--- src/rtl/interval_overlap_segment_table_top_macros.svh ---
// assertion macros for the segment table
`ifndef INTERVAL_OVERLAP_SEGMENT_TABLE_TOP_MACROS_SVH
`define INTERVAL_OVERLAP_SEGMENT_TABLE_TOP_MACROS_SVH

// checked on every clock edge outside reset
`define IOST_ASSERT(lbl, prop, msg) \
  lbl: assert property (@(posedge clk) disable iff (rst) (prop)) else $error(msg);

// checked on every clock edge, reset included
`define IOST_ASSERT_ALWAYS(lbl, prop, msg) \
  lbl: assert property (@(posedge clk) (prop)) else $error(msg);

`endif

--- src/rtl/iost_ram.sv ---
// ---------------------------------------------------------------------------
// iost_ram
// generic single write port ram with registered read
// ---------------------------------------------------------------------------
module iost_ram #(
  parameter int WIDTH = 8,
  parameter int DEPTH = 16
) (
  input  logic                     clk,
  input  logic                     we,
  input  logic [$clog2(DEPTH)-1:0] waddr,
  input  logic [WIDTH-1:0]         wdata,
  input  logic [$clog2(DEPTH)-1:0] raddr,
  output logic [WIDTH-1:0]         rdata
);

  logic [WIDTH-1:0] mem [DEPTH];

  always_ff @(posedge clk) begin
    if (we) begin
      mem[waddr] <= wdata;
    end
    rdata <= mem[raddr];
  end

endmodule

--- config.mk ---
export PLATFORM = sky130hd
export DESIGN_NAME = iost_ram
export DESIGN_NICKNAME = d
export VERILOG_FILES = /design/src/rtl/interval_overlap_segment_table_top_macros.svh /design/src/rtl/iost_ram.sv
export SDC_FILE = /design/constraint.sdc
export NUM_CORES = 1
export LEC_CHECK = 0
export BUFFER_PORTS_ARGS = -buffer_cell sky130_fd_sc_hd__buf_2
export CORE_MARGIN = 2
export CORE_UTILIZATION = 54
export DETAILED_ROUTE_END_ITERATION = 10
export MAX_ROUTING_LAYER = met4
export PLACE_DENSITY_LB_ADDON = 0.1
export SLEW_MARGIN = 20
export SYNTH_ARGS = -nofsm -noshare
export SYNTH_HDL_FRONTEND = slang
export SYNTH_SLANG_ARGS = --single-unit
--- constraint.sdc ---
create_clock -name clk -period 1.6 [get_ports clk]
set_input_delay 0.24 -clock clk [delete_from_list [all_inputs] [get_ports clk]]
set_output_delay 0.24 -clock clk [all_outputs]
set_load 0.02 [all_outputs]
-- After elaboration in Yosys (flattened, before gate mapping)
Memories as Yosys holds them, arrays and structs flattened. A register that Yosys moved wholly into a read port is not among the register bits.
Index checks and enable logic that the tools add are counted.
- word-level logic and storage cells: 3
- memory bits (writable): 128
- memories: 1
- bits in registers: 0
- muxes and demuxes: 2
- memories (memory ; depth ; bits a word ; read ports ; clocked after memory_dff ; wr ports ; RTL line ; source):
    mem ; 16 ; 8 ; 1 ; 1 ; 1 ; iost_ram.sv:17 ; logic [WIDTH-1:0] mem [DEPTH];
- operators by type and width (operator ; count):
    1-bit 2-to-1 mux ; 2

-- Depth between registers and ports, before layout
Gate-level depths: netlist of run 1.
- word-level depth: 2
- gate-level depth with buffers: 5
- mapped depth without buffers: 3

-- Worst setup path before layout of run 1
Ideal clock, no wire load.
- path kind: input -> register
- start: input port waddr[2]
- end: memory mem[0][0], enable pin
- setup slack: -0.133 ns
- setup time: 0.383 ns
- required time: 1.217 ns
- data arrival time: 1.350 ns
- stages: 2
- cells stage by stage: or3b_2 -> nor3_1
- RTL lines (element ; RTL line ; source):
    start, declared ; iost_ram.sv:11 ; input logic [$clog2(DEPTH)-1:0] waddr,
    end, declared ; iost_ram.sv:17 ;
Straight into the memory's write port.

==> results of run 1 <==
[worst min path at each step]
stage             start                    to  slack (ps)  cells past startpoint
2_1_floorplan  wdata[0]   mem[0][0]$_DFFE_PP_         340                      0
3_3_place_gp   wdata[3]  mem[13][3]$_DFFE_PP_         630                      1
3_5_place_dp   wdata[3]  mem[15][3]$_DFFE_PP_         640                      1
4_1_cts        wdata[3]  mem[15][3]$_DFFE_PP_         100                      1
5_1_grt        wdata[3]  mem[15][3]$_DFFE_PP_         110                      1
6_report       wdata[5]  mem[11][5]$_DFFE_PP_         110                      1
[cell type report]
| class | instances | area, sq um | share of cell area [%] |
|---|---|---|---|
| sequential | 136 | 4004 | 65.29 |
| multi-input combinational | 83 | 1062 | 17.32 |
| clock buffer | 22 | 432.9 | 7.060 |
| timing repair buffer | 49 | 342.8 | 5.591 |
| tap | 129 | 161.4 | 2.632 |
| clock inverter | 10 | 128.9 | 2.102 |
[per-layer routing]
metal / wire, um / up-vias / track usage [%]
li1: - / 1090 / -
met1: 4058 / 1231 / 28.56
met2: 4672 / 70 / 31.58
met3: 548 / 12 / 5.935
met4: 110 / 0 / 8.420
met5: 0 / - / -
[power by group]
part	internal (mW)	total [mW]	leakage [nW]	switching [mW]
clock network	2.35	3.68	0.270	1.33
registers	3.98	4.01	1.22	0.0255
logic	0.172	0.398	0.610	0.226
[cells in the mapped netlist]
master,instances
clkdlybuf4s25_2,3
or3b_2,1
dfxtp_1,8
buf_2,3
nand2_1,9
buf_6,3
a22oi_1,16
nor2_1,13
and2_1,1
nand2b_1,2
edfxtp_1,128
nand3b_1,2
nor2b_1,1
nor3_1,4
and2b_1,1
mux4_1,14
nand3_1,1
mux4_2,18
buf_4,1
[through the flow]
stage	total power, mW	area [sq um]	setup slack (ps)	hold slack, ps	cells
global route	8.327	6132	153.9	110.0	429
floorplan	4.306	5152	93.85	338.9	229
CTS	8.173	6132	180.8	96.40	429
finish	8.091	6132	202.8	112.2	429
detailed placement	4.491	5570	-103.6	640.0	397
global placement	4.480	5570	-115.0	631.1	397
[registers in the layout, summed over array words and instances, names as in the netlist]
| register | cells |
|---|---|
| mem | 128 |
| rdata | 8 |
[cell families (layout without fill, tap and decap cells)]
| kind of cell | after synthesis | count (layout) | share of synthesized area [%] |
|---|---|---|---|
| buf+inv | 10 | 81 | 1.677 |
| compound gates | 16 | 16 | 2.334 |
| simple gates | 35 | 35 | 3.184 |
| flops | 136 | 136 | 77.78 |
| mux | 32 | 32 | 15.02 |
[critical path: stages (launching register included)]
cell and delay [ps]:
edfxtp_1 360, mux4_1 520, a22oi_1 320, nand2_1 80
==> results.tsv, run 1 <==
metric	value	unit
CTS Buf Count	17	
Max Clock Freq	715.7	MHz
Mean Syn Cell Area	22.48	sq um
GRT overflow	0	
die width	101.6	um
Yosys top cell by area	edfxtp_1	
CTS root buf	clkbuf_8	
Max Transition Viols Final	0	
CP Launch Type	register	
status	finished clean	
Min Clock Period, post-route	1397	ps
P_leak	2.104	nW
Routed WL	9390	um
CP Capture Type	register	
Layout Nets	305	
Final Cycle Share	87.33	%
CTS tree	done	
crit path capture	rdata[0]$_DFF_P_	
Netlist cell types	19	
Setup TNS Final	0	ps
Hold Buf Count CTS	0	
global-route wire length before repair	14660	um
Die Area	10330	sq um
clk slew on worst S/H paths	60	ps
largest net degree at the start of global routing	21	
measured slew at the worst slew-check pin	743.2	ps
RSZ-0062 raised after global routing	no	
Max H-tree Level	4	
commonest non-fill, non-tap cell in the layout	edfxtp_1	
P&R area growth vs syn	19.13	%
initial antenna violation count	0	
most used cells in the layout excluding fill and tap cells	edfxtp_1, buf_2, buf_4	
layout cells sized above 1	31.67	%
FF-to-FF End	rdata[0]$_DFF_P_	
Area contributors post-synth	edfxtp_1, mux4_2, mux4_1	
vias in the first global route	2610	
DR vias	2403	
Fillers	625	
core area	9240	sq um
Diodes inserted	0	
headroom to the max-slew limit	50.35	%
CP max FO	1	
critical path launch point	mem[1][0]$_DFFE_PP_	
Peak VDD IR	0.6507	mV
Syn Inst Count	229	
Max clock buf depth	2	
cells on worst reg2reg path	3	
FF-to-FF Start	mem[1][0]$_DFFE_PP_	
DIE HEIGHT	101.6	um
final RePlAce weighted congestion	0.7135	
setup bufs post-CTS	0	
Initial Util	55.71	%
final-report hold violation count	0	
Hold Path Class	input pin to register	
estimated wirelength of the detail-placed design	6128	um
final setup violation count	0	
Pwr Density	1319	nW/um^2
CP Data Arrival Time	1790	ps
Final Util	66.36	%
IO Pins	26	
FF-to-FF setup slack	200	ps
Clock Latency Late Sink	510	ps
yosys warns	0	
global-route usage over all layers	21.38	%
# rows	35	
MaxCap Viol Count	0	
Synth top area share	74.67	%
remaining antenna violation count	0	
Seq/Total Area, Yosys	77.78	%
1st-pass router iterations	4	
DRC	0	
syn_nets	247	
Post-Syn Area	5147	sq um
clk_skew	8.056	ps
PortBufs	25	
Yosys reg bits	136	
vias per std cell	5.601	
post-cts sizing count	0	
DR iter-0 viols	106	
crit path kind	register to register	
routed length per instance	21.89	um
clock sink count	136	
Required @ worst endpoint	1990	ps
Power figures use the tool's default switching activity.
==> run 2: changes to the inputs <==
--- a/config.mk
+++ b/config.mk
@@ -5,9 +5,12 @@
 export SDC_FILE = /design/constraint.sdc
 export NUM_CORES = 1
 export LEC_CHECK = 0
+export ABC_CLOCK_PERIOD_IN_PS = 1700
 export BUFFER_PORTS_ARGS = -buffer_cell sky130_fd_sc_hd__buf_2
+export CELL_PAD_IN_SITES_DETAIL_PLACEMENT = 1
+export CELL_PAD_IN_SITES_GLOBAL_PLACEMENT = 1
 export CORE_MARGIN = 2
-export CORE_UTILIZATION = 54
+export CORE_UTILIZATION = 57
 export DETAILED_ROUTE_END_ITERATION = 10
 export MAX_ROUTING_LAYER = met4
 export PLACE_DENSITY_LB_ADDON = 0.1
==> constraint.sdc (replaced) <==
create_clock -name clk -period 1.7 [get_ports clk]
set_input_delay 0.255 -clock clk [delete_from_list [all_inputs] [get_ports clk]]
set_output_delay 0.255 -clock clk [all_outputs]
set_load 0.02 [all_outputs]
==> run 2 against run 1 <==
Against the previous run:
- core utilization increased by 3.7 points
- clock skew fell by 1.5 ps
- sequential cell count is the same
- cell area fell by 0.39%
- via count grew 5.6%
- critical endpoint is now rdata[1]$_DFF_P_
- largest power group unchanged
==> results.tsv, run 2 (synthesis gave the netlist of run 1 again) <==
metric	value	unit	change
status	finished clean		unchanged
Max H-tree Level	4		unchanged
DIE HEIGHT	99.03	um	was 101.6 um
Max Transition Viols Final	0		unchanged
Pwr Density	1273	nW/um^2	was 1319 nW/um^2
headroom to the max-slew limit	73.65	%	was 50.35%
largest net degree at the start of global routing	33		was 21
DP Cell Count	373		was 397
clock sink count	136		unchanged
P_leak	2.105	nW	was 2.104 nW
CP Data Arrival Time	1810	ps	was 1790 ps
number of flip-flops in the largest register	128		unchanged
initial antenna violation count	0		unchanged
Placement Cell Area	5522	sq um	was 5570 sq um
most used cells in the layout excluding fill and tap cells	edfxtp_1, buf_2, mux4_2, buf_4		was edfxtp_1, buf_2, buf_4
crit path kind	register to register		unchanged
final setup violation count	0		unchanged
CTS root buf	clkbuf_8		unchanged
Die Area	9807	sq um	was 10330 sq um
clk slew on worst S/H paths	60	ps	about the same
DR iter-0 viols	168		was 106
Required @ worst endpoint	2080	ps	was 1990 ps
final-report hold violation count	0		unchanged
remaining antenna violation count	0		unchanged
logic gate share of total power	5.0	%	was 4.9%
vias per std cell	6.264		was 5.601
Routed WL	11300	um	was 9390 um
top flop regs	mem x128, rdata x8		unchanged
# rows	34		was 35
Final Util	70.04	%	was 66.36%
critical path launch point	mem[5][1]$_DFFE_PP_		was mem[1][0]$_DFFE_PP_
CTS tree	done		unchanged
final RePlAce weighted congestion	0.7401		was 0.7135
Biggest register	mem		unchanged
CTS Buf Count	17		unchanged
Seq pwr share	48.5	%	was 49.6%
DR vias	2537		was 2403
measured slew at the worst slew-check pin	395.3	ps	was 743.2 ps
Hold Buf Count CTS	0		unchanged
global-route usage over all layers	26.08	%	was 21.38%
die width	99.03	um	was 101.6 um
final instance area	6108	sq um	was 6132 sq um
Clock Power Share	46.5	%	was 45.5%
Clock Latency Late Sink	500	ps	was 510 ps
post-cts sizing count	0		unchanged
Peak VDD IR	0.8448	mV	was 0.6507 mV
Max clock buf depth	2		unchanged
IO Pins	26		unchanged
global-route wire length before repair	17220	um	was 14660 um
layout cells sized above 1	32.32	%	was 31.67%
commonest non-fill, non-tap cell in the layout	edfxtp_1		unchanged
clk_skew	6.537	ps	was 8.056 ps
Switching Share	20.55	%	was 19.53%
DRC	0		unchanged
CP Capture Type	register		unchanged
Sw Pwr	1.598	mW	was 1.580 mW
Int Pwr	6.178	mW	was 6.510 mW
P&R area growth vs syn	18.67	%	was 19.13%
Diodes inserted	0		unchanged
Power, Total	7.776	mW	was 8.091 mW
setup bufs post-CTS	0		unchanged
Hold Path Class	input pin to register		unchanged
vias in the first global route	2779		was 2610
Setup TNS Final	0	ps	unchanged
Max Clock Freq	700.2	MHz	was 715.7 MHz
PortBufs	25		unchanged
routed length per instance	27.89	um	was 21.89 um
RSZ-0062 raised after global routing	no		unchanged
Initial Util	59.02	%	was 55.71%
CP max FO	1		unchanged
Layout Nets	302		was 305
estimated wirelength of the detail-placed design	6530	um	was 6128 um
hold path startpoint	wdata[0]		was wdata[5]
MaxCap Viol Count	0		unchanged
Final Cycle Share	84.01	%	was 87.33%
Min Clock Period, post-route	1428	ps	was 1397 ps
Final Non-Filler Cells	405		was 429
1st-pass router iterations	4		unchanged
core area	8721	sq um	was 9240 sq um
GRT overflow	0		unchanged
CP Launch Type	register		unchanged
FF-to-FF Start	mem[5][1]$_DFFE_PP_		was mem[1][0]$_DFFE_PP_
[run 2: metrics by stage]
stage	worst slack (ps)	hold slack, ps
final	271.8	135.8
after global placement	22.91	639.0
after global routing	206.7	128.9
after detailed placement	-17.41	655.6
after CTS	261.9	112.8
after floorplan	178.9	353.9
[run 2: worst max-delay path: stages, from the launching register on]
cell      delay (ps)
edfxtp_1         390
mux4_1           550
a22oi_1          280
nand2_1           90
[run 2: worst paths after layout]
path              cells past startpoint             endpoint  slack, ps
setup reg to reg                      3     rdata[1]$_DFF_P_        270
setup / recovery                      3     rdata[1]$_DFF_P_        270
hold / removal                        1  mem[5][0]$_DFFE_PP_        140
hold reg to reg                       3     rdata[1]$_DFF_P_        680
[run 2: area by class of cell]
type                    count  area (sq um)
repair buffers             46         320.3
clock buffers              20         435.4
multi-input cells          83          1062
flip-flops and latches    136          4004
well taps                 108         135.1
clock inverters            12         151.4
fillers                   677          2613
[run 2: metal layers]
layer  up-vias  wire [um]  GRT usage, %
li1       1080          -             -
met4         0        252         10.33
met1      1331       4779         35.24
met3        19        615         5.816
met2       107       5649         39.45
met5         -          0             -
[run 2: power by group through the flow]
| stage | Sequential, mW | Clock, mW | Combinational (mW) |
|---|---|---|---|
| floorplan | 3.86 | 0 | 0.191 |
| global placement | 3.83 | 0 | 0.370 |
| CTS | 3.78 | 3.67 | 0.393 |
| detailed placement | 3.84 | 0 | 0.385 |
| global route | 3.78 | 3.81 | 0.419 |
| finish | 3.77 | 3.61 | 0.389 |
==> run 3: changes to the inputs <==
--- a/config.mk
+++ b/config.mk
@@ -5,12 +5,12 @@
 export SDC_FILE = /design/constraint.sdc
 export NUM_CORES = 1
 export LEC_CHECK = 0
-export ABC_CLOCK_PERIOD_IN_PS = 1700
+export ABC_CLOCK_PERIOD_IN_PS = 1300
 export BUFFER_PORTS_ARGS = -buffer_cell sky130_fd_sc_hd__buf_2
 export CELL_PAD_IN_SITES_DETAIL_PLACEMENT = 1
 export CELL_PAD_IN_SITES_GLOBAL_PLACEMENT = 1
 export CORE_MARGIN = 2
-export CORE_UTILIZATION = 57
+export CORE_UTILIZATION = 48
 export DETAILED_ROUTE_END_ITERATION = 10
 export MAX_ROUTING_LAYER = met4
 export PLACE_DENSITY_LB_ADDON = 0.1
==> constraint.sdc (replaced) <==
create_clock -name clk -period 1.3 [get_ports clk]
set_input_delay 0.195 -clock clk [delete_from_list [all_inputs] [get_ports clk]]
set_output_delay 0.195 -clock clk [all_outputs]
set_load 0.02 [all_outputs]
==> run 3 against run 2 <==
Against the previous run:
- the run now ends with negative setup slack left
- critical path type unchanged
- combinational power up 53%
- via count increased by 2.5%
- sequential power grew 31%
- die area is 18% higher
==> results.tsv, run 3 (synthesis gave the netlist of run 1 again) <==
metric	value	unit	change
CP Capture Type	register		unchanged
1st-pass router iterations	4		unchanged
Final Util	62.04	%	was 70.04%
Peak VDD IR	0.8252	mV	was 0.8448 mV
Int Pwr	8.153	mW	was 6.178 mW
CTS Buf Count	17		unchanged
status	finished, violations left		was finished clean
MaxCap Viol Count	0		unchanged
Setup TNS Final	-17.68	ps	was 0 ps
final RePlAce weighted congestion	0.7619		was 0.7401
final hold slack	47.45	ps	was 135.8 ps
Hold Path Class	input pin to register		unchanged
fin worst setup slack	-14.34	ps	was 271.8 ps
Final Cycle Share	101.1	%	was 84.01%
Routed WL	12260	um	was 11300 um
Min Clock Period, post-route	1314	ps	was 1428 ps
Switching Share	21.51	%	was 20.55%
measured slew at the worst slew-check pin	1092	ps	was 395.3 ps
violated checks	negative setup slack		
Fillers	885		was 677
IO Pins	26		unchanged
final instance area	6434	sq um	was 6108 sq um
Biggest register	mem		unchanged
Power, Total	10.39	mW	was 7.776 mW
CP peak stage delay	480	ps	was 550 ps
Required @ worst endpoint	1710	ps	was 2080 ps
Max Transition Viols Final	0		unchanged
vias in the first global route	2833		was 2779
Sw Pwr	2.234	mW	was 1.598 mW
top flop regs	mem x128, rdata x8		unchanged
PortBufs	25		unchanged
# rows	37		was 34
Max clock buf depth	2		unchanged
CP Launch Type	register		unchanged
Max Clock Freq	760.8	MHz	was 700.2 MHz
CP max FO	1		unchanged
Layout Nets	321		was 302
Diodes inserted	0		unchanged
DIE HEIGHT	107.6	um	was 99.03 um
core area	10370	sq um	was 8721 sq um
Max H-tree Level	4		unchanged
final-report hold violation count	0		unchanged
initial antenna violation count	0		unchanged
logic gate share of total power	5.7	%	was 5.0%
Clock Latency Late Sink	530	ps	was 500 ps
number of flip-flops in the largest register	128		unchanged
remaining antenna violation count	0		unchanged
global-route usage over all layers	24.45	%	was 26.08%
critical path, cell by cell	mux4_2, a22oi_2, nand2_1		was mux4_1, a22oi_1, nand2_1
estimated wirelength of the detail-placed design	7888	um	was 6530 um
most used cells in the layout excluding fill and tap cells	edfxtp_1, buf_4, mux4_2		was edfxtp_1, buf_2, mux4_2, buf_4
Clock Power Share	46.8	%	was 46.5%
P_leak	2.194	nW	was 2.105 nW
clk_skew	13.58	ps	was 6.537 ps
crit path kind	register to register		unchanged
vias per std cell	5.752		was 6.264
routed length per instance	27.12	um	was 27.89 um
final setup violation count	2		was 0
Placement Cell Area	5818	sq um	was 5522 sq um
delay-heaviest family, CP	multiplexers		unchanged
clk slew on worst S/H paths	60	ps	about the same
DRC	0		unchanged
clock sink count	136		unchanged
layout cells sized above 1	45.57	%	was 32.32%
Pwr Density	1615	nW/um^2	was 1273 nW/um^2
DR iter-0 viols	260		was 168
CTS root buf	clkbuf_8		unchanged
RSZ-0062 raised after global routing	yes		was no
commonest non-fill, non-tap cell in the layout	edfxtp_1		unchanged
Initial Util	49.64	%	was 59.02%
headroom to the max-slew limit	26.96	%	was 73.65%
Slowest cell on crit path	mux4_2		was mux4_1
CTS tree	done		unchanged
Critical path buffers and inverters	0		unchanged
global-route wire length before repair	18460	um	was 17220 um
CP Data Arrival Time	1730	ps	was 1810 ps
largest net degree at the start of global routing	20		was 33
DR vias	2600		was 2537
setup bufs post-CTS	0		unchanged
Seq pwr share	47.5	%	was 48.5%
die width	107.6	um	was 99.03 um
Die Area	11570	sq um	was 9807 sq um
P&R area growth vs syn	24.99	%	was 18.67%
GRT overflow	0		unchanged
## run 3: changes by cell type in the layout (fill, tap and decap cells not counted), sizes merged
cell,previous run,this run
buf,46,65
clkbuf,20,19
clkinv,6,5
clkinvlp,2,3
inv,1,2
## run 3: layer usage
layer / track usage [%] / routed length, um / up-vias
li1: - / - / 1108
met1: 32.28 / 5087 / 1374
met2: 37.92 / 6226 / 104
met3: 5.872 / 735 / 14
met4: 8.242 / 210 / 0
met5: - / 0 / -
## run 3: path summary, 6_finish.rpt
check	from	to	depth (start not counted)	slack [ps]
setup / recovery	mem[2][3]$_DFFE_PP_	rdata[3]$_DFF_P_	3	-10
hold / removal	wdata[6]	mem[14][6]$_DFFE_PP_	1	50
setup reg to reg	mem[2][3]$_DFFE_PP_	rdata[3]$_DFF_P_	3	-10
hold reg to reg	mem[14][2]$_DFFE_PP_	rdata[2]$_DFF_P_	3	680
## run 3: area by class of cell
cell class	instances	area, sq um	share of cell area [%]
Clock buffer	19	431.7	6.709
Clock inverter	13	170.2	2.645
Multi-Input combinational cell	83	1107	17.21
Sequential cell	136	4004	62.23
Tap cell	136	170.2	2.645
Timing Repair Buffer	65	550.5	8.557
## run 3: worst reg2reg max path: cells and delay by family (launching register included)
kind | cells | cell delay, ps
simple gates | 1 | 90
mux | 1 | 480
flops | 1 | 390
compound gates | 1 | 230
## run 3: timing repair
action | in CTS | in global routing
pin swaps | 3 | 4
resized for setup | 12 | 10
hold buffers | 0 | 0
endpoints found under the setup margin | 8 | 8
hold endpoints to repair | 0 | 0
## run 3: stage by stage
step | instances | setup WS [ps]
floorplan | 229 | -31.47
global placement | 420 | -356.7
detailed placement | 420 | -412.2
CTS | 452 | -26.71
global route | 452 | -39.05
finish | 452 | -14.34
## run 3: power by group through the flow
stage | clock [mW] | sequential, mW | combinational [mW]
after floorplan | 0 | 5.05 | 0.257
after global placement | 0 | 5.02 | 0.554
after detailed placement | 0 | 5.02 | 0.568
after CTS | 4.91 | 4.94 | 0.593
after global routing | 5.07 | 4.94 | 0.644
final | 4.86 | 4.94 | 0.595
